### src/rtl/dlr_pkg.sv
// ----------------------------------------------------------------------------
// dlr_pkg: shared types and constants of the dda line rasterizer
// field widths, fixed-point format and sequencer state codes
// ----------------------------------------------------------------------------
`timescale 1ns / 1ps
`default_nettype none

package dlr_pkg;

  localparam int unsigned COORD_W       = 20;  // unsigned Q12.8
  localparam int unsigned COLOR_W       = 24;
  localparam int unsigned PIX_W         = 12;
  localparam int unsigned FRAC_BITS     = 8;
  localparam int unsigned MAX_STEPS_DEF = 64;

  // sequencer states, one-hot
  typedef enum logic [4:0] {
    ST_IDLE  = 5'b00001,
    ST_SETUP = 5'b00010,
    ST_DIVX  = 5'b00100,
    ST_DIVY  = 5'b01000,
    ST_EMIT  = 5'b10000
  } state_e;

endpackage

`default_nettype wire

### src/rtl/dlr_if.sv
// ----------------------------------------------------------------------------
// dlr channel interfaces
// line item channel in, pixel item channel out, valid/ready handshake
// ----------------------------------------------------------------------------
`timescale 1ns / 1ps
`default_nettype none

interface dlr_line_if;
  logic                        valid;
  logic                        ready;
  logic [dlr_pkg::COORD_W-1:0] start_x;
  logic [dlr_pkg::COORD_W-1:0] start_y;
  logic [dlr_pkg::COORD_W-1:0] end_x;
  logic [dlr_pkg::COORD_W-1:0] end_y;
  logic [dlr_pkg::COLOR_W-1:0] pen_color;

  modport source (output valid, start_x, start_y, end_x, end_y, pen_color, input ready);
  modport sink   (input valid, start_x, start_y, end_x, end_y, pen_color, output ready);
endinterface

interface dlr_pix_if;
  logic                        valid;
  logic                        ready;
  logic [dlr_pkg::PIX_W-1:0]   pix_x;
  logic [dlr_pkg::PIX_W-1:0]   pix_y;
  logic [dlr_pkg::COLOR_W-1:0] pix_color;
  logic                        last_pixel;

  modport source (output valid, pix_x, pix_y, pix_color, last_pixel, input ready);
  modport sink   (input valid, pix_x, pix_y, pix_color, last_pixel, output ready);
endinterface

`default_nettype wire

### src/rtl/dlr_divider.sv
// ----------------------------------------------------------------------------
// dlr_divider: serial restoring divider
// one quotient bit per cycle, unsigned magnitude by small unsigned count
// ----------------------------------------------------------------------------
`timescale 1ns / 1ps
`default_nettype none

module dlr_divider #(
  parameter int unsigned DEN_W = 7
) (
  input  wire logic                        clk_i,
  input  wire logic                        rst_ni,
  input  wire logic                        start_i,
  input  wire logic [dlr_pkg::COORD_W-1:0] num_i,
  input  wire logic [DEN_W-1:0]            den_i,
  output logic                             done_o,
  output logic [dlr_pkg::COORD_W-1:0]      quo_o
);

  localparam int unsigned NUM_W = dlr_pkg::COORD_W;
  localparam int unsigned CNT_W = $clog2(NUM_W + 1);

  logic                busy_q, busy_d;
  logic [CNT_W-1:0]    cnt_q, cnt_d;
  logic [NUM_W-1:0]    quo_q, quo_d;
  logic [DEN_W-1:0]    rem_q, rem_d;
  logic [DEN_W-1:0]    den_q, den_d;
  logic [DEN_W:0]      trial;
  logic                fits;

  // shift in the next dividend bit and try the subtraction
  assign trial = {rem_q, quo_q[NUM_W-1]};
  assign fits  = (trial >= {1'b0, den_q});

  assign done_o = busy_q && (cnt_q == '0);
  assign quo_o  = quo_q;

  always_comb begin
    busy_d = busy_q;
    cnt_d  = cnt_q;
    quo_d  = quo_q;
    rem_d  = rem_q;
    den_d  = den_q;
    if (start_i) begin
      busy_d = 1'b1;
      cnt_d  = CNT_W'(NUM_W);
      quo_d  = num_i;
      rem_d  = '0;
      den_d  = den_i;
    end else if (busy_q) begin
      if (cnt_q == '0) begin
        busy_d = 1'b0;
      end else begin
        cnt_d = cnt_q - 1'b1;
        quo_d = {quo_q[NUM_W-2:0], fits};
        rem_d = fits ? DEN_W'(trial - {1'b0, den_q}) : trial[DEN_W-1:0];
      end
    end
  end

  always_ff @(posedge clk_i or negedge rst_ni) begin
    if (!rst_ni) begin
      busy_q <= 1'b0;
      cnt_q  <= '0;
    end else begin
      busy_q <= busy_d;
      cnt_q  <= cnt_d;
    end
  end

  always_ff @(posedge clk_i) begin
    quo_q <= quo_d;
    rem_q <= rem_d;
    den_q <= den_d;
  end

endmodule

`default_nettype wire

### src/rtl/dda_line_rasterizer.sv
// ----------------------------------------------------------------------------
// dda_line_rasterizer: fixed-point dda line walker
// divides the deltas by the step count on one serial divider, then walks
// ----------------------------------------------------------------------------
// order: after a line item is accepted come the setup state, the x divide and
//   the y divide on the one shared divider, then the first pixel load
// throughput: one pixel a cycle during the walk when the sink never stalls;
//   a line with zero steps goes from setup straight back to idle, no pixel
// reset: rst_ni asynchronous active low, clears the sequencer and the
//   output valid; payload registers are not reset
`timescale 1ns / 1ps
`default_nettype none

module dda_line_rasterizer #(
  parameter int unsigned MAX_STEPS = dlr_pkg::MAX_STEPS_DEF
) (
  input  wire logic  clk_i,
  input  wire logic  rst_ni,
  dlr_line_if.sink   line_i,
  dlr_pix_if.source  pix_o
);

  localparam int unsigned CW     = dlr_pkg::COORD_W;
  localparam int unsigned FB     = dlr_pkg::FRAC_BITS;
  localparam int unsigned PW     = dlr_pkg::PIX_W;
  localparam int unsigned STEP_W = $clog2(MAX_STEPS + 1);

  dlr_pkg::state_e state_q, state_d;

  // captured line item
  logic [CW-1:0]               sx_q, sy_q, ex_q, ey_q;
  logic [dlr_pkg::COLOR_W-1:0] color_q;

  // setup results
  logic [STEP_W-1:0] steps_q, steps_d;
  logic [CW-1:0]     ady_q;
  logic              negx_q, negy_q;

  // walk state
  logic [CW-1:0]     px_q, px_d, py_q, py_d;
  logic [CW-1:0]     xinc_q, yinc_q;
  logic [STEP_W-1:0] cnt_q, cnt_d;

  // output register, holds its own color so a new line item can be
  // taken while the last pixel item still waits
  logic                        out_valid_q, out_valid_d;
  logic [PW-1:0]               out_x_q, out_y_q;
  logic [dlr_pkg::COLOR_W-1:0] out_color_q;
  logic                        out_last_q;

  // setup arithmetic: deltas, magnitudes, saturated step count
  logic [CW:0]       dx, dy;
  logic [CW-1:0]     adx, ady, big;
  logic [CW-FB-1:0]  steps_raw;
  logic [STEP_W-1:0] steps_sat;

  // shared divider
  logic              div_start, div_done;
  logic [CW-1:0]     div_num, div_quo;
  logic [CW-1:0]     quo_signed;

  logic accept, out_free, load_pix, is_last;

  assign accept   = line_i.valid && line_i.ready;
  assign out_free = !out_valid_q || pix_o.ready;
  assign is_last  = (STEP_W'(cnt_q + 1'b1) == steps_q);
  assign load_pix = (state_q == dlr_pkg::ST_EMIT) && out_free;

  assign line_i.ready = (state_q == dlr_pkg::ST_IDLE);

  assign dx  = {1'b0, ex_q} - {1'b0, sx_q};
  assign dy  = {1'b0, ey_q} - {1'b0, sy_q};
  assign adx = dx[CW] ? CW'(-dx) : dx[CW-1:0];
  assign ady = dy[CW] ? CW'(-dy) : dy[CW-1:0];
  assign big = (ady > adx) ? ady : adx;
  assign steps_raw = big[CW-1:FB];
  // long lines clamp to the step limit
  assign steps_sat = (steps_raw > (CW-FB)'(MAX_STEPS)) ? STEP_W'(MAX_STEPS)
                                                       : steps_raw[STEP_W-1:0];

  // x divide starts from setup, y divide starts as x finishes
  assign div_start = ((state_q == dlr_pkg::ST_SETUP) && (steps_sat != '0)) ||
                     ((state_q == dlr_pkg::ST_DIVX) && div_done);
  assign div_num   = (state_q == dlr_pkg::ST_SETUP) ? adx : ady_q;

  // sign goes back on after the magnitude divide (truncation toward zero)
  assign quo_signed = (((state_q == dlr_pkg::ST_DIVX) && negx_q) ||
                       ((state_q == dlr_pkg::ST_DIVY) && negy_q)) ? CW'(-div_quo) : div_quo;

  dlr_divider #(
    .DEN_W (STEP_W)
  ) u_div (
    .clk_i   (clk_i),
    .rst_ni  (rst_ni),
    .start_i (div_start),
    .num_i   (div_num),
    .den_i   ((state_q == dlr_pkg::ST_SETUP) ? steps_sat : steps_q),
    .done_o  (div_done),
    .quo_o   (div_quo)
  );

  // sequencer
  always_comb begin
    state_d = state_q;
    case (state_q)
      dlr_pkg::ST_IDLE:  if (accept) state_d = dlr_pkg::ST_SETUP;
      dlr_pkg::ST_SETUP: state_d = (steps_sat == '0) ? dlr_pkg::ST_IDLE : dlr_pkg::ST_DIVX;
      dlr_pkg::ST_DIVX:  if (div_done) state_d = dlr_pkg::ST_DIVY;
      dlr_pkg::ST_DIVY:  if (div_done) state_d = dlr_pkg::ST_EMIT;
      dlr_pkg::ST_EMIT:  if (load_pix && is_last) state_d = dlr_pkg::ST_IDLE;
      default:           state_d = dlr_pkg::ST_IDLE;
    endcase
  end

  // walk: positions accumulate modulo 2^20, they stay between start and end
  always_comb begin
    steps_d = steps_q;
    px_d    = px_q;
    py_d    = py_q;
    cnt_d   = cnt_q;
    if (state_q == dlr_pkg::ST_SETUP) begin
      steps_d = steps_sat;
      px_d    = sx_q;
      py_d    = sy_q;
      cnt_d   = '0;
    end else if (load_pix) begin
      px_d  = px_q + xinc_q;
      py_d  = py_q + yinc_q;
      cnt_d = cnt_q + 1'b1;
    end
  end

  always_comb begin
    out_valid_d = out_valid_q;
    if (load_pix) begin
      out_valid_d = 1'b1;
    end else if (pix_o.ready) begin
      out_valid_d = 1'b0;
    end
  end

  always_ff @(posedge clk_i or negedge rst_ni) begin
    if (!rst_ni) begin
      state_q     <= dlr_pkg::ST_IDLE;
      out_valid_q <= 1'b0;
    end else begin
      state_q     <= state_d;
      out_valid_q <= out_valid_d;
    end
  end

  always_ff @(posedge clk_i) begin
    if (accept) begin
      sx_q    <= line_i.start_x;
      sy_q    <= line_i.start_y;
      ex_q    <= line_i.end_x;
      ey_q    <= line_i.end_y;
      color_q <= line_i.pen_color;
    end
    if (state_q == dlr_pkg::ST_SETUP) begin
      ady_q  <= ady;
      negx_q <= dx[CW];
      negy_q <= dy[CW];
    end
    if ((state_q == dlr_pkg::ST_DIVX) && div_done) xinc_q <= quo_signed;
    if ((state_q == dlr_pkg::ST_DIVY) && div_done) yinc_q <= quo_signed;
    steps_q <= steps_d;
    px_q    <= px_d;
    py_q    <= py_d;
    cnt_q   <= cnt_d;
    if (load_pix) begin
      out_x_q     <= px_q[CW-1:FB];
      out_y_q     <= py_q[CW-1:FB];
      out_color_q <= color_q;
      out_last_q  <= is_last;
    end
  end

  assign pix_o.valid      = out_valid_q;
  assign pix_o.pix_x      = out_x_q;
  assign pix_o.pix_y      = out_y_q;
  assign pix_o.pix_color  = out_color_q;
  assign pix_o.last_pixel = out_last_q;

  // divider finishes only while the sequencer waits on it
  a_div_done_state: assert property (@(posedge clk_i) disable iff (!rst_ni)
    div_done |-> (state_q == dlr_pkg::ST_DIVX || state_q == dlr_pkg::ST_DIVY))
    else $error("divider done outside a divide state");

  // the walk never runs past the step count
  a_cnt_range: assert property (@(posedge clk_i) disable iff (!rst_ni)
    (state_q == dlr_pkg::ST_EMIT) |-> (cnt_q < steps_q && steps_q != '0))
    else $error("pixel counter out of range");

  // the last pixel ends the line
  a_last_idle: assert property (@(posedge clk_i) disable iff (!rst_ni)
    (load_pix && is_last) |=> (state_q == dlr_pkg::ST_IDLE && out_valid_q && out_last_q))
    else $error("last pixel did not end the line");

  // no new line item is taken while pixels of a line are still to be loaded
  a_no_accept_busy: assert property (@(posedge clk_i) disable iff (!rst_ni)
    (state_q == dlr_pkg::ST_EMIT) |-> !line_i.ready)
    else $error("line item accepted during walk");

endmodule

`default_nettype wire
### src/flat_wrapper.sv
// flat-port wrapper written by rule: the top's interface ports become plain ports
module dda_line_rasterizer_flat 
#(
  parameter int unsigned MAX_STEPS = dlr_pkg::MAX_STEPS_DEF
)
  (clk_i, rst_ni, line_i_valid, line_i_start_x, line_i_start_y, line_i_end_x, line_i_end_y, line_i_pen_color, line_i_ready, pix_o_valid, pix_o_pix_x, pix_o_pix_y, pix_o_pix_color, pix_o_last_pixel, pix_o_ready);
  dlr_line_if line_i_i ();
  dlr_pix_if pix_o_i ();
  input  wire logic clk_i;
  input  wire logic rst_ni;
  input wire logic [$bits(line_i_i.valid)-1:0] line_i_valid;
  input wire logic [$bits(line_i_i.start_x)-1:0] line_i_start_x;
  input wire logic [$bits(line_i_i.start_y)-1:0] line_i_start_y;
  input wire logic [$bits(line_i_i.end_x)-1:0] line_i_end_x;
  input wire logic [$bits(line_i_i.end_y)-1:0] line_i_end_y;
  input wire logic [$bits(line_i_i.pen_color)-1:0] line_i_pen_color;
  output wire logic [$bits(line_i_i.ready)-1:0] line_i_ready;
  output wire logic [$bits(pix_o_i.valid)-1:0] pix_o_valid;
  output wire logic [$bits(pix_o_i.pix_x)-1:0] pix_o_pix_x;
  output wire logic [$bits(pix_o_i.pix_y)-1:0] pix_o_pix_y;
  output wire logic [$bits(pix_o_i.pix_color)-1:0] pix_o_pix_color;
  output wire logic [$bits(pix_o_i.last_pixel)-1:0] pix_o_last_pixel;
  input wire logic [$bits(pix_o_i.ready)-1:0] pix_o_ready;
  assign line_i_i.valid = line_i_valid;
  assign line_i_i.start_x = line_i_start_x;
  assign line_i_i.start_y = line_i_start_y;
  assign line_i_i.end_x = line_i_end_x;
  assign line_i_i.end_y = line_i_end_y;
  assign line_i_i.pen_color = line_i_pen_color;
  assign line_i_ready = line_i_i.ready;
  assign pix_o_valid = pix_o_i.valid;
  assign pix_o_pix_x = pix_o_i.pix_x;
  assign pix_o_pix_y = pix_o_i.pix_y;
  assign pix_o_pix_color = pix_o_i.pix_color;
  assign pix_o_last_pixel = pix_o_i.last_pixel;
  assign pix_o_i.ready = pix_o_ready;
  dda_line_rasterizer #(.MAX_STEPS(MAX_STEPS)) u_core (.clk_i(clk_i), .rst_ni(rst_ni), .line_i(line_i_i), .pix_o(pix_o_i));
endmodule
### config.mk
export PLATFORM = sky130hd
export DESIGN_NAME = dda_line_rasterizer_flat
export DESIGN_NICKNAME = d
export VERILOG_FILES = /design/src/rtl/dlr_pkg.sv /design/src/rtl/dlr_if.sv /design/src/rtl/dlr_divider.sv /design/src/rtl/dda_line_rasterizer.sv /design/src/flat_wrapper.sv
export SDC_FILE = /design/constraint.sdc
export NUM_CORES = 1
export LEC_CHECK = 0
export BUFFER_PORTS_ARGS = -buffer_cell sky130_fd_sc_hd__clkbuf_2
export CAP_MARGIN = 5
export CORE_MARGIN = 1
export CORE_UTILIZATION = 42
export DETAILED_ROUTE_END_ITERATION = 8
export GPL_TIMING_DRIVEN = 0
export PLACE_DENSITY = 0.7
export SLEW_MARGIN = 20
export SYNTH_ARGS = -nofsm -noshare
export SYNTH_HDL_FRONTEND = slang
export SYNTH_HIERARCHICAL = 1
export SYNTH_SLANG_ARGS = --single-unit
export TNS_END_PERCENT = 1
### constraint.sdc
create_clock -name clk_i -period 10.1 [get_ports clk_i]
set_clock_uncertainty 0.05 [all_clocks]
set_input_delay 2.525 -clock clk_i [delete_from_list [all_inputs] [get_ports clk_i]]
set_output_delay 2.525 -clock clk_i [all_outputs]
set_load 0.05 [all_outputs]
==> run metrics, run 1 <==
status=finished, final reports clean; placer congestion estimate=0.9048; post-synthesis sequential area ratio=52.60%; Layout Nets=2003; transition time of the tightest slew-check pin=1.058 ns; Crit path max-delay family=compound AO/OA/AOI/OAI gates; Die Ht=206.0 um; Core Util, Final=49.56%; antenna-violating nets left=0; Post-synth ARST share=3.810%; Placed Area=0.01901 mm^2; design area=0.02028 mm^2; sw frac=41.22%; ant diodes=0; clock transition at the registers of the reported paths=0.06 ns; syn_area_per_cell=11.05 um^2; Post CTS Setup Buffer Count=0; Max Cap Viol=0; combinational power share=48.5%; setup_tns=0 ns; layout cells sized above 1=16.57%; top cells by area, synth=edfxtp_1 (48%), ha_1 (7.8%), a21oi_1 (3.1%), o21ai_0 (2.9%), xnor2_1 (2.9%); max incr delay on CP=0.58 ns; fillcell total=3666; count of cell types in the netlist=100; Hold Violations, Final=0; Non-Filler Instances=2342; number of synthesized flops with an enable pin=282; drt total wl=43.13 mm; CTS tree=done; P&R area growth vs syn=16.08%; antenna violations before repair=0; achievable frequency=0.1066 GHz; Syn Inst Count=1581; Psw=0.002726 W; clk root buf=clkbuf_16; vias in the first global route=12510; RSZ-0062 raised after global routing=no; FP Rows=74; Initial Utilization=42.69%; initial DRC count=1014; Worst Setup Start Kind=register; fin crit share=92.86%; cell mode on critical path=a21o_1; cell count after placement=2274; count of state elements after synthesis=315; Sink Count=315; HPWL Detailed=32.95 mm; setup violators final=0; syn nets=1803; Pwr Density=326.1 mW/mm^2; sequential share of power=30.7%; total core area=0.04092 mm^2; DR WL/cell=18.42 um; IO Count=159; hold crit path type=reg -> reg; later-pin clock latency in the skew report=0.56 ns; first-pass GRT wire length=66.28 mm; area leader, netlist=edfxtp_1; slowest CP cell=a2111oi_0; Buffers & Inverters on Critical Path=6; top-area cell type share of the netlist area=48.47%; Peak VDD IR=0.1819 mV; vias after detailed routing=12970; Netlist Area Pre-Place=0.01747 mm^2; final worst path period need=9.379 ns; Leak Pwr=8.131 nW; Total Routing Usage GR=20.32%; WP data arrival=9.52 ns; largest net degree at the start of global routing=54; Final Slew Violations=0; worst path required time=10.24 ns; CTS HTree Levels=2; 1st-pass router iterations=5; WS Path Type=reg -> reg; PortBufs=158; die span in x=206.0 um; crit end category=register; Most used DFF post-synth=edfxtp_1; Clk pwr share=20.8%; Internal=0.003888 W; CTS max path bufs=3; Post-CTS Hold Buffers=0; CTS Buf Count=37; Slew HR=27.65%; GRT Residual Overflow=0; DRC violations left=0; synth warn=6; crit path max fanout=20; Die ar.=0.04242 mm^2; Vias per Instance=5.536
placed cells by master, fill, tap and decap left out, types with 39 or more instances in the layout:
cell type	count
ha_1	109
xor2_1	53
clkbuf_2	159
a21oi_1	109
o21ai_0	101
xnor2_1	58
edfxtp_1	282
nand2_1	111
inv_1	117
clkbuf_16	39
nor2_1	124
repair_timing:
item | in CTS | in global routing
setup endpoints to repair | 0 | 34
gates resized for setup | 0 | 3
endpoints found under the hold margin | 0 | 0
Yosys cell counts (all sizes together) (15+ instances only):
library cell and instances:
xnor2 58, a21oi 110, nand2b 20, inv 118
edfxtp 282, o31ai 25, a211oi 16, xor2 53
a21o 28, nor3 36, nand3 38, ha 109
clkbuf 33, or3 16, mux2 24, o21ai 107
nand2 113, dfxtp 21, nor2 125, and2 15
final timing paths:
check / start / to / slack [ns] / cells after the start
worst max-delay path: u_core/sy_q[7]$_DFFE_PP_ / u_core/u_div/quo_o[8]$_DFFE_PP_ / 0.72 / 29
min in group asynchronous: rst_ni / u_core/pix_o.valid$_DFFE_PN0P_ / 1.79 / 1
worst min register to register: u_core/color_q[0]$_DFFE_PP_ / u_core/pix_o.pix_color[0]$_DFFE_PP_ / 0.37 / 0
worst max register to register: u_core/sy_q[7]$_DFFE_PP_ / u_core/u_div/quo_o[8]$_DFFE_PP_ / 0.72 / 29
worst min-delay path: u_core/color_q[0]$_DFFE_PP_ / u_core/pix_o.pix_color[0]$_DFFE_PP_ / 0.37 / 0
max in group asynchronous: rst_ni / u_core/state_q[0]$_DFFE_PN1P_ / 7.93 / 1
registers in the layout (all words and copies together), names as in the netlist, 5 cells and up:
name,count
u_core/ady_q,20
u_core/cnt_q,7
u_core/color_q,24
u_core/ex_q,20
u_core/ey_q,20
u_core/pix_o.pix_color,24
u_core/pix_o.pix_x,12
u_core/pix_o.pix_y,12
u_core/px_q,20
u_core/py_q,20
u_core/state_q,5
u_core/steps_q,7
u_core/sx_q,20
u_core/sy_q,20
u_core/u_div/cnt_q,5
u_core/u_div/den_q,7
u_core/u_div/quo_o,20
u_core/u_div/rem_q,7
u_core/xinc_q,20
u_core/yinc_q,20
power by group through the flow:
stage / combinational [W] / sequential, W / clock, W
4_1_cts: 0.00316 / 0.00203 / 0.00141
2_1_floorplan: 0.00234 / 0.00198 / 0
6_report: 0.00321 / 0.00203 / 0.00138
5_1_grt: 0.00353 / 0.00206 / 0.00146
3_5_place_dp: 0.00315 / 0.00205 / 0
3_3_place_gp: 0.00301 / 0.00207 / 0
cell type report:
| type | count | area [um^2] | area share [%] |
|---|---|---|---|
| well taps | 532 | 665.6 | 3.282 |
| clock inverters | 22 | 236.5 | 1.166 |
| multi-input cells | 1101 | 7651 | 37.73 |
| clock buffers | 46 | 1022 | 5.040 |
| flip-flops and latches | 315 | 9190 | 45.31 |
| repair buffers | 161 | 865.8 | 4.269 |
| plain buffers | 46 | 200.2 | 0.9871 |
| inverters | 119 | 449.2 | 2.215 |
cells by family after synthesis:
group | synth area share, %
and+or+nand+nor | 12.60
DFF | 52.60
muxes | 1.891
adders and majority gates | 8.379
xor gates and xnor gates | 5.700
AOI/OAI and AO/OA | 15.13
buffers and inverters | 3.695
per-layer routing:
metal | part of all wire [%] | global-route usage (%) | up-vias
li1 | - | - | 6257
met1 | 43 | 26.15 | 6169
met2 | 46 | 33.22 | 440
met3 | 7.2 | 4.226 | 99
met4 | 3.5 | 8.377 | 0
met5 | 0 | 0 | -
stage by stage:
| stage | power [W] | hold slack, ns | setup slack [ns] |
|---|---|---|---|
| after floorplan | 0.004322 | 0.3503 | 2.282 |
| final | 0.006614 | 0.3678 | 0.7207 |
| after global routing | 0.007046 | 0.3774 | 0.1103 |
| after global placement | 0.005081 | 0.3504 | 0.3829 |
| after CTS | 0.006608 | 0.3706 | 0.1880 |
| after detailed placement | 0.005205 | 0.3545 | 0.2116 |
No activity file was read; power rests on OpenSTA's default activity.
==> run 2, diff against run 1 <==
--- a/config.mk
+++ b/config.mk
@@ -8,13 +8,12 @@
 export BUFFER_PORTS_ARGS = -buffer_cell sky130_fd_sc_hd__clkbuf_2
 export CAP_MARGIN = 5
 export CORE_MARGIN = 1
-export CORE_UTILIZATION = 42
+export CORE_UTILIZATION = 40
 export DETAILED_ROUTE_END_ITERATION = 8
 export GPL_TIMING_DRIVEN = 0
-export PLACE_DENSITY = 0.7
-export SLEW_MARGIN = 20
+export PLACE_DENSITY = 0.67
+export SLEW_MARGIN = 30
 export SYNTH_ARGS = -nofsm -noshare
 export SYNTH_HDL_FRONTEND = slang
-export SYNTH_HIERARCHICAL = 1
 export SYNTH_SLANG_ARGS = --single-unit
 export TNS_END_PERCENT = 1
==> run 2 against run 1 <==
Clock power decreased by 4%; setup slack gained 2.1 ns; first-iteration DRC count fell by 24%; cell area decreased by 1.6%; wire length down 1.4%; sequential share of layout area up 0.74 points; global-route usage is 0.97 points lower; area after synthesis is 1.9% lower; via count fell by 5.3%; largest cell class unchanged.
==> run metrics, run 2 <==
Psw=0.002411 W (-12%); later-pin clock latency in the skew report=0.56 ns (about the same); crit end category=register; R2R setup slack=2.78 ns (+2.06 ns); clock transition at the registers of the reported paths=0.06 ns (about the same); GRT Residual Overflow=0 (unchanged); status=finished, final reports clean; setup_tns=0 ns (unchanged); crit path cell chain=ha_1 -> fa_1 -> nor2b_1 -> o2111ai_1 -> a31oi_1 -> a21oi_1 -> xnor2_1 -> nor4_1 -> nand2_1 -> o31a_1 -> xnor2_1 -> inv_1 -> ha_1 -> a21o_1 -> a21oi_1 -> nand4b_1 -> a221o_1 -> a21oi_1 -> a21o_1 -> nor2_1 -> o21ai_1 -> nand4_1 -> a31oi_1 -> nand3_2; Most used DFF post-synth=edfxtp_1; worst path required time=10.18 ns (-0.06 ns); first-pass GRT wire length=65.30 mm (-1.5%); syn_area_per_cell=11.30 um^2 (+2.3%); Hold Crit Depth=0 (unchanged); Die ar.=0.04370 mm^2 (+3.0%); largest net degree at the start of global routing=53 (-1.9%); clk root buf=clkbuf_16; Pwr Density=305.1 mW/mm^2 (-6.5%); Buffers & Inverters on Critical Path=1 (-5); initial DRC count=771 (-24%); layout cells sized above 1=16.00% (-0.57 points); antenna-violating nets left=0 (unchanged); DR WL/cell=18.57 um (+0.84%); final worst path period need=7.321 ns (-2.059 ns); Post CTS Setup Buffer Count=0 (unchanged); Clk pwr share=21.8% (+1.0 points); PortBufs=158 (unchanged); Syn Inst Count=1517 (-4.0%); achievable frequency=0.1366 GHz (+28%); Resized Gates After CTS=0 (unchanged); transition time of the tightest slew-check pin=0.9374 ns (-0.1206 ns); antenna violations before repair=1 (+1); end of the worst register-to-register path=u_core.u_div.quo_o[0]$_DFFE_PP_; slowest CP cell=nor4_1; HPWL Detailed=32.30 mm (-2.0%); synth warn=0 (-6); post-synthesis sequential area ratio=53.60% (+1.0 points); Leak Pwr=7.962 nW (-2.1%); Max Cap Viol=0 (unchanged); hold endpoint=u_core.pix_o.pix_color[23]$_DFFE_PP_; sw frac=39.61% (-1.6 points); drt total wl=42.51 mm (-1.4%); hold crit path type=reg -> reg; Post-CTS Hold Buffers=0 (unchanged); Total Routing Usage GR=19.35% (-0.97 points); CTS max path bufs=3 (unchanged); IO Count=159 (unchanged); CTS HTree Levels=2 (unchanged); sequential share of power=33.1% (+2.4 points); ant diodes=0 (unchanged); FP Rows=75 (+1.4%); area leader, netlist=edfxtp_1; r2r startpoint=u_core.sx_q[0]$_DFFE_PP_; r2r worst-path depth=24 (-17%); Vias per Instance=5.363 (-3.1%); Crit path max-delay family=compound AO/OA/AOI/OAI gates; total power=0.006087 W (-8.0%); WS Path Type=reg -> reg; Netlist Area Pre-Place=0.01715 mm^2 (-1.9%); P&R area growth vs syn=16.38%; CTS Buf Count=38 (+2.7%); RSZ-0062 raised after global routing=no; most frequent cells in the layout=edfxtp_1 (282), clkbuf_2 (160), nor2_1 (116), inv_1 (114), ha_1 (109); cell with the most instances after synthesis=edfxtp_1; Initial Utilization=40.69% (-2.0 points); Slew HR=36.93% (+9.3 points); DRC violations left=0 (unchanged); setup violators final=0 (unchanged); Layout Nets=1943 (-3.0%); max incr delay on CP=0.64 ns (+0.06 ns); Peak VDD IR=0.1615 mV (-11%); combinational power share=45.1% (-3.4 points); commonest non-fill, non-tap cell in the layout=edfxtp_1; 1st-pass router iterations=5 (unchanged); CTS tree=done; total core area=0.04213 mm^2 (+3.0%); die span in x=209.0 um (+1.5%); Final Hold Slack=0.3660 ns (-0.001816 ns); cell mode on critical path=a21oi_1; number of synthesized flops with an enable pin=282 (unchanged); Worst Setup Start Kind=register; Final Slew Violations=0 (unchanged); Hold Path Origin=u_core.color_q[23]$_DFFE_PP_; count of state elements after synthesis=315 (unchanged); Sink Count=315 (unchanged); Post-synth ARST share=3.810% (unchanged); fillcell total=3886 (+6.0%); Internal=0.003676 W (-5.4%); top cells by area, synth=edfxtp_1 (49%), ha_1 (8.0%), xnor2_1 (3.6%), a21oi_1 (2.9%), xor2_1 (2.6%); top-area cell type share of the netlist area=49.39% (+0.92 points); Commonest cells post-synth=edfxtp_1 (282), inv_1 (116), nor2_1 (116); count of cell types in the netlist=83 (-17%); WP data arrival=7.40 ns (-2.12 ns); fin crit share=72.48% (-20 points); vias in the first global route=11850 (-5.3%); vias after detailed routing=12280 (-5.3%); placer congestion estimate=0.8922 (-1.4%); syn nets=1739 (-3.5%); Hold Violations, Final=0 (unchanged); Die Ht=209.0 um (+1.5%); crit path max fanout=20 (unchanged)
run 2: worst max path at each step:
stage                             startpoint                         endpoint  slack [ns]  cells past startpoint
floorplan           u_core.sx_q[0]$_DFFE_PP_  u_core.u_div.quo_o[0]$_DFFE_PP_        4.04                     24
global placement    u_core.sx_q[0]$_DFFE_PP_  u_core.u_div.quo_o[2]$_DFFE_PP_        2.57                     24
detailed placement  u_core.sx_q[0]$_DFFE_PP_  u_core.u_div.quo_o[0]$_DFFE_PP_        2.47                     24
CTS                 u_core.sx_q[0]$_DFFE_PP_  u_core.u_div.quo_o[0]$_DFFE_PP_        2.44                     24
global route        u_core.sx_q[0]$_DFFE_PP_  u_core.u_div.quo_o[3]$_DFFE_PP_        2.27                     24
finish              u_core.sx_q[0]$_DFFE_PP_  u_core.u_div.quo_o[0]$_DFFE_PP_        2.78                     24
run 2: power groups by stage:
stage	clock, W	sequential (W)	combinational (W)
after global placement	0	0.00205	0.00264
after global routing	0.00141	0.00204	0.00304
after CTS	0.00136	0.00201	0.00274
after detailed placement	0	0.00204	0.00272
after floorplan	0	0.00197	0.00204
final	0.00133	0.00201	0.00274
run 2: cell type report:
| class | count | area [um^2] | area share, % |
|---|---|---|---|
| plain buffers | 41 | 175.2 | 0.8779 |
| clock buffers | 44 | 1015 | 5.085 |
| clock inverters | 25 | 202.7 | 1.016 |
| inverters | 118 | 445.4 | 2.232 |
| multi-input cells | 1043 | 7358 | 36.88 |
| flip-flops and latches | 315 | 9190 | 46.06 |
| well taps | 539 | 674.4 | 3.380 |
| repair buffers | 164 | 893.4 | 4.477 |
run 2: metal layers:
metal	share of wire [%]	GRT usage, %	up-vias	wire length (um)
met4	2.9	6.542	0	1219
met5	0	0	-	0
li1	-	-	6020	-
met2	45	30.74	358	19330
met1	46	26.37	5827	19420
met3	6.0	3.892	71	2539
run 2: logic make-up (layout without fill, tap and decap cells):
group                      Yosys count  in the layout  share of synthesized area, %
and+or+nand+nor                    413            413                         11.63
AOI/OAI and AO/OA                  366            366                         14.30
DFF                                315            315                         53.60
buffers and inverters              159            392                         3.598
xor gates and xnor gates           121            121                         6.225
adders and majority gates          114            114                         8.538
muxes                               29             29                         2.102
run 2: through the flow:
stage                     utilization, %  setup slack [ns]  cell area, um^2  instances
after detailed placement           44.46             2.472            18730       2220
after CTS                          47.35             2.441            19950       2289
final                              47.36             2.779            19950       2289
after floorplan                        -             4.036            17150       1517
after global routing               47.36             2.268            19950       2289
after global placement             44.17             2.573            18610       2214
==> run 3, diff against run 2 <==
==> constraint.sdc (replaced) <==
create_clock -name clk_i -period 7.1 [get_ports clk_i]
set_clock_uncertainty 0.05 [all_clocks]
set_input_delay 1.775 -clock clk_i [delete_from_list [all_inputs] [get_ports clk_i]]
set_output_delay 1.775 -clock clk_i [all_outputs]
set_load 0.05 [all_outputs]
==> run 3 against run 2 <==
Hold slack about the same; sequential share of layout area shrank 0.17 points; flip-flop and latch count is the same; maximum frequency is 9.2% higher; cell count unchanged; register-to-register slack lost 2.4 ns; core utilization is 0.17 points higher; critical path type unchanged; clock-buffer cell count unchanged; critical endpoint is now u_core.u_div.quo_o[15]$_DFFE_PP_; first-iteration DRC count up 7.4%; largest power group unchanged; sequential power is 42% higher.
==> run metrics, run 3 (synthesis results as in run 2) <==
Resized Gates After CTS=3 (+3); WP data arrival=6.97 ns (-0.43 ns); CTS max path bufs=3 (unchanged); Die ar.=0.04370 mm^2 (unchanged); CTS tree=done; HPWL Detailed=32.30 mm (unchanged); GRT Residual Overflow=0 (unchanged); Peak VDD IR=0.2299 mV (+42%); worst path required time=7.36 ns (-2.82 ns); CTS HTree Levels=2 (unchanged); CTS Buf Count=38 (unchanged); Initial Utilization=40.69% (unchanged); DRC violations left=0 (unchanged); GR met1 Demand/Resource=26.36% (about the same); Non-Filler Instances=2289 (unchanged); hold crit path type=reg -> reg; Post-CTS Hold Buffers=0 (unchanged); layout cells sized above 1=16.57% (+0.57 points); Die Ht=209.0 um (unchanged); most frequent cells in the layout=edfxtp_1 (282), clkbuf_2 (162), nor2_1 (116), inv_1 (114), ha_1 (109); Total Routing Usage GR=19.35% (about the same); die span in x=209.0 um (unchanged); Layout Nets=1943 (unchanged); vias in the first global route=11850 (-0.025%); Worst Setup Start Kind=register; met3 Use GR=3.892% (unchanged); pre-CTS setup slack=-0.5281 ns (-3.000 ns); busiest grt layer=met2; Final Slew Violations=0 (unchanged); later-pin clock latency in the skew report=0.56 ns (about the same); Pwr Density=434.8 mW/mm^2 (+43%); PortBufs=158 (unchanged); cell count after placement=2220 (unchanged); total core area=0.04213 mm^2 (unchanged); status=finished, final reports clean; clock transition at the registers of the reported paths=0.06 ns (about the same); FP Rows=75 (unchanged); final worst path period need=6.702 ns (-0.6190 ns); crit path max fanout=10 (-50%); Vias per Instance=5.381 (+0.33%); antenna-violating nets left=0 (unchanged); WS Path Type=reg -> reg; crit end category=register; 1st-pass router iterations=5 (unchanged); Slew HR=40.17% (+3.2 points); total power=0.008707 W (+43%); placer congestion estimate=0.8922 (unchanged); fin crit share=94.39% (+22 points); IO Count=159 (unchanged); transition time of the tightest slew-check pin=0.8919 ns (-0.04547 ns); commonest non-fill, non-tap cell in the layout=edfxtp_1; antenna violations before repair=1 (unchanged); Final WS setup=0.3984 ns (-2.381 ns); P&R area growth vs syn=16.81%; Hold Violations, Final=0 (unchanged); clk root buf=clkbuf_16; vias after detailed routing=12320 (+0.33%); setup violators final=0 (unchanged); Sink Count=315 (unchanged); first-pass GRT wire length=65.28 mm (about the same); drt total wl=42.47 mm (about the same); initial DRC count=828 (+7.4%); Core Util, Final=47.53% (+0.17 points); met2 usage=30.75% (about the same); Max Cap Viol=0 (unchanged); Leak Pwr=7.991 nW (+0.37%); achievable frequency=0.1492 GHz (+9.2%); largest net degree at the start of global routing=53 (unchanged); ant diodes=0 (unchanged); Post CTS Setup Buffer Count=0 (unchanged); Final Hold Slack=0.3659 ns (-0.0001420 ns); DR WL/cell=18.56 um (about the same)
run 3: cell counts in the layout (fill, tap and decap cells not counted):
Identical to the previous run, type by type.
run 3: critical path: stages, from the launching register on:
cell and delay [ns]:
edfxtp_1 0.36, inv_1 0.17, ha_1 0.30, nor2b_1 0.17
o2111a_1 0.25, or4_1 0.50, a2111oi_2 0.45, nand2_1 0.16
nor2_1 0.27, nand2_1 0.18, o31a_1 0.31, xnor2_2 0.28
inv_1 0.11, ha_1 0.31, a21o_1 0.16, a21oi_1 0.21
nand4b_1 0.12, a221o_1 0.31, a21oi_1 0.14, a21o_1 0.15
nor2_1 0.06, o21ai_1 0.20, nand4_1 0.19, a311o_1 0.50
buf_6 0.22, mux2_4 0.31
run 3: worst paths after layout:
path	startpoint	endpoint	slack [ns]	depth (start not counted)
setup reg to reg	u_core.sx_q[2]$_DFFE_PP_	u_core.u_div.quo_o[15]$_DFFE_PP_	0.40	25
min in group asynchronous	rst_ni	u_core.u_div.cnt_q[2]$_DFFE_PN0P_	1.05	1
max in group asynchronous	rst_ni	u_core.state_q[0]$_DFFE_PN1P_	5.67	1
hold reg to reg	u_core.color_q[23]$_DFFE_PP_	u_core.pix_o.pix_color[23]$_DFFE_PP_	0.37	0
setup / recovery	u_core.sx_q[2]$_DFFE_PP_	u_core.u_div.quo_o[15]$_DFFE_PP_	0.40	25
hold / removal	u_core.color_q[23]$_DFFE_PP_	u_core.pix_o.pix_color[23]$_DFFE_PP_	0.37	0
run 3: power by group:
group | internal [W] | switching, W | leakage, nW
Combinational | 0.00154 | 0.00242 | 4.48
Sequential | 0.00261 | 0.000251 | 2.92
Clock | 0.00110 | 0.000789 | 0.585
Total | 0.00525 | 0.00346 | 7.99
run 3: area by class of cell:
type	instances	area [um^2]
repair buffers	164	893.4
inverters	118	445.4
fillers	3878	22110
plain buffers	41	177.7
clock inverters	25	202.7
clock buffers	44	1015
well taps	539	674.4
flip-flops and latches	315	9190
multi-input cells	1043	7428
run 3: per-stage QoR:
step                      cell area [um^2]  setup TNS [ns]
after floorplan                      17150               0
after global routing                 20030       -0.004340
after detailed placement             18730          -10.55
after CTS                            19970               0
after global placement               18610          -8.521
final                                20030               0
run 3: layer usage:
layer / part of all wire (%) / vias up / routed length, um
met2: 45 / 362 / 19230
met3: 6.1 / 76 / 2594
met1: 46 / 5861 / 19340
li1: - / 6017 / -
met4: 3.1 / 0 / 1304
met5: 0 / - / 0
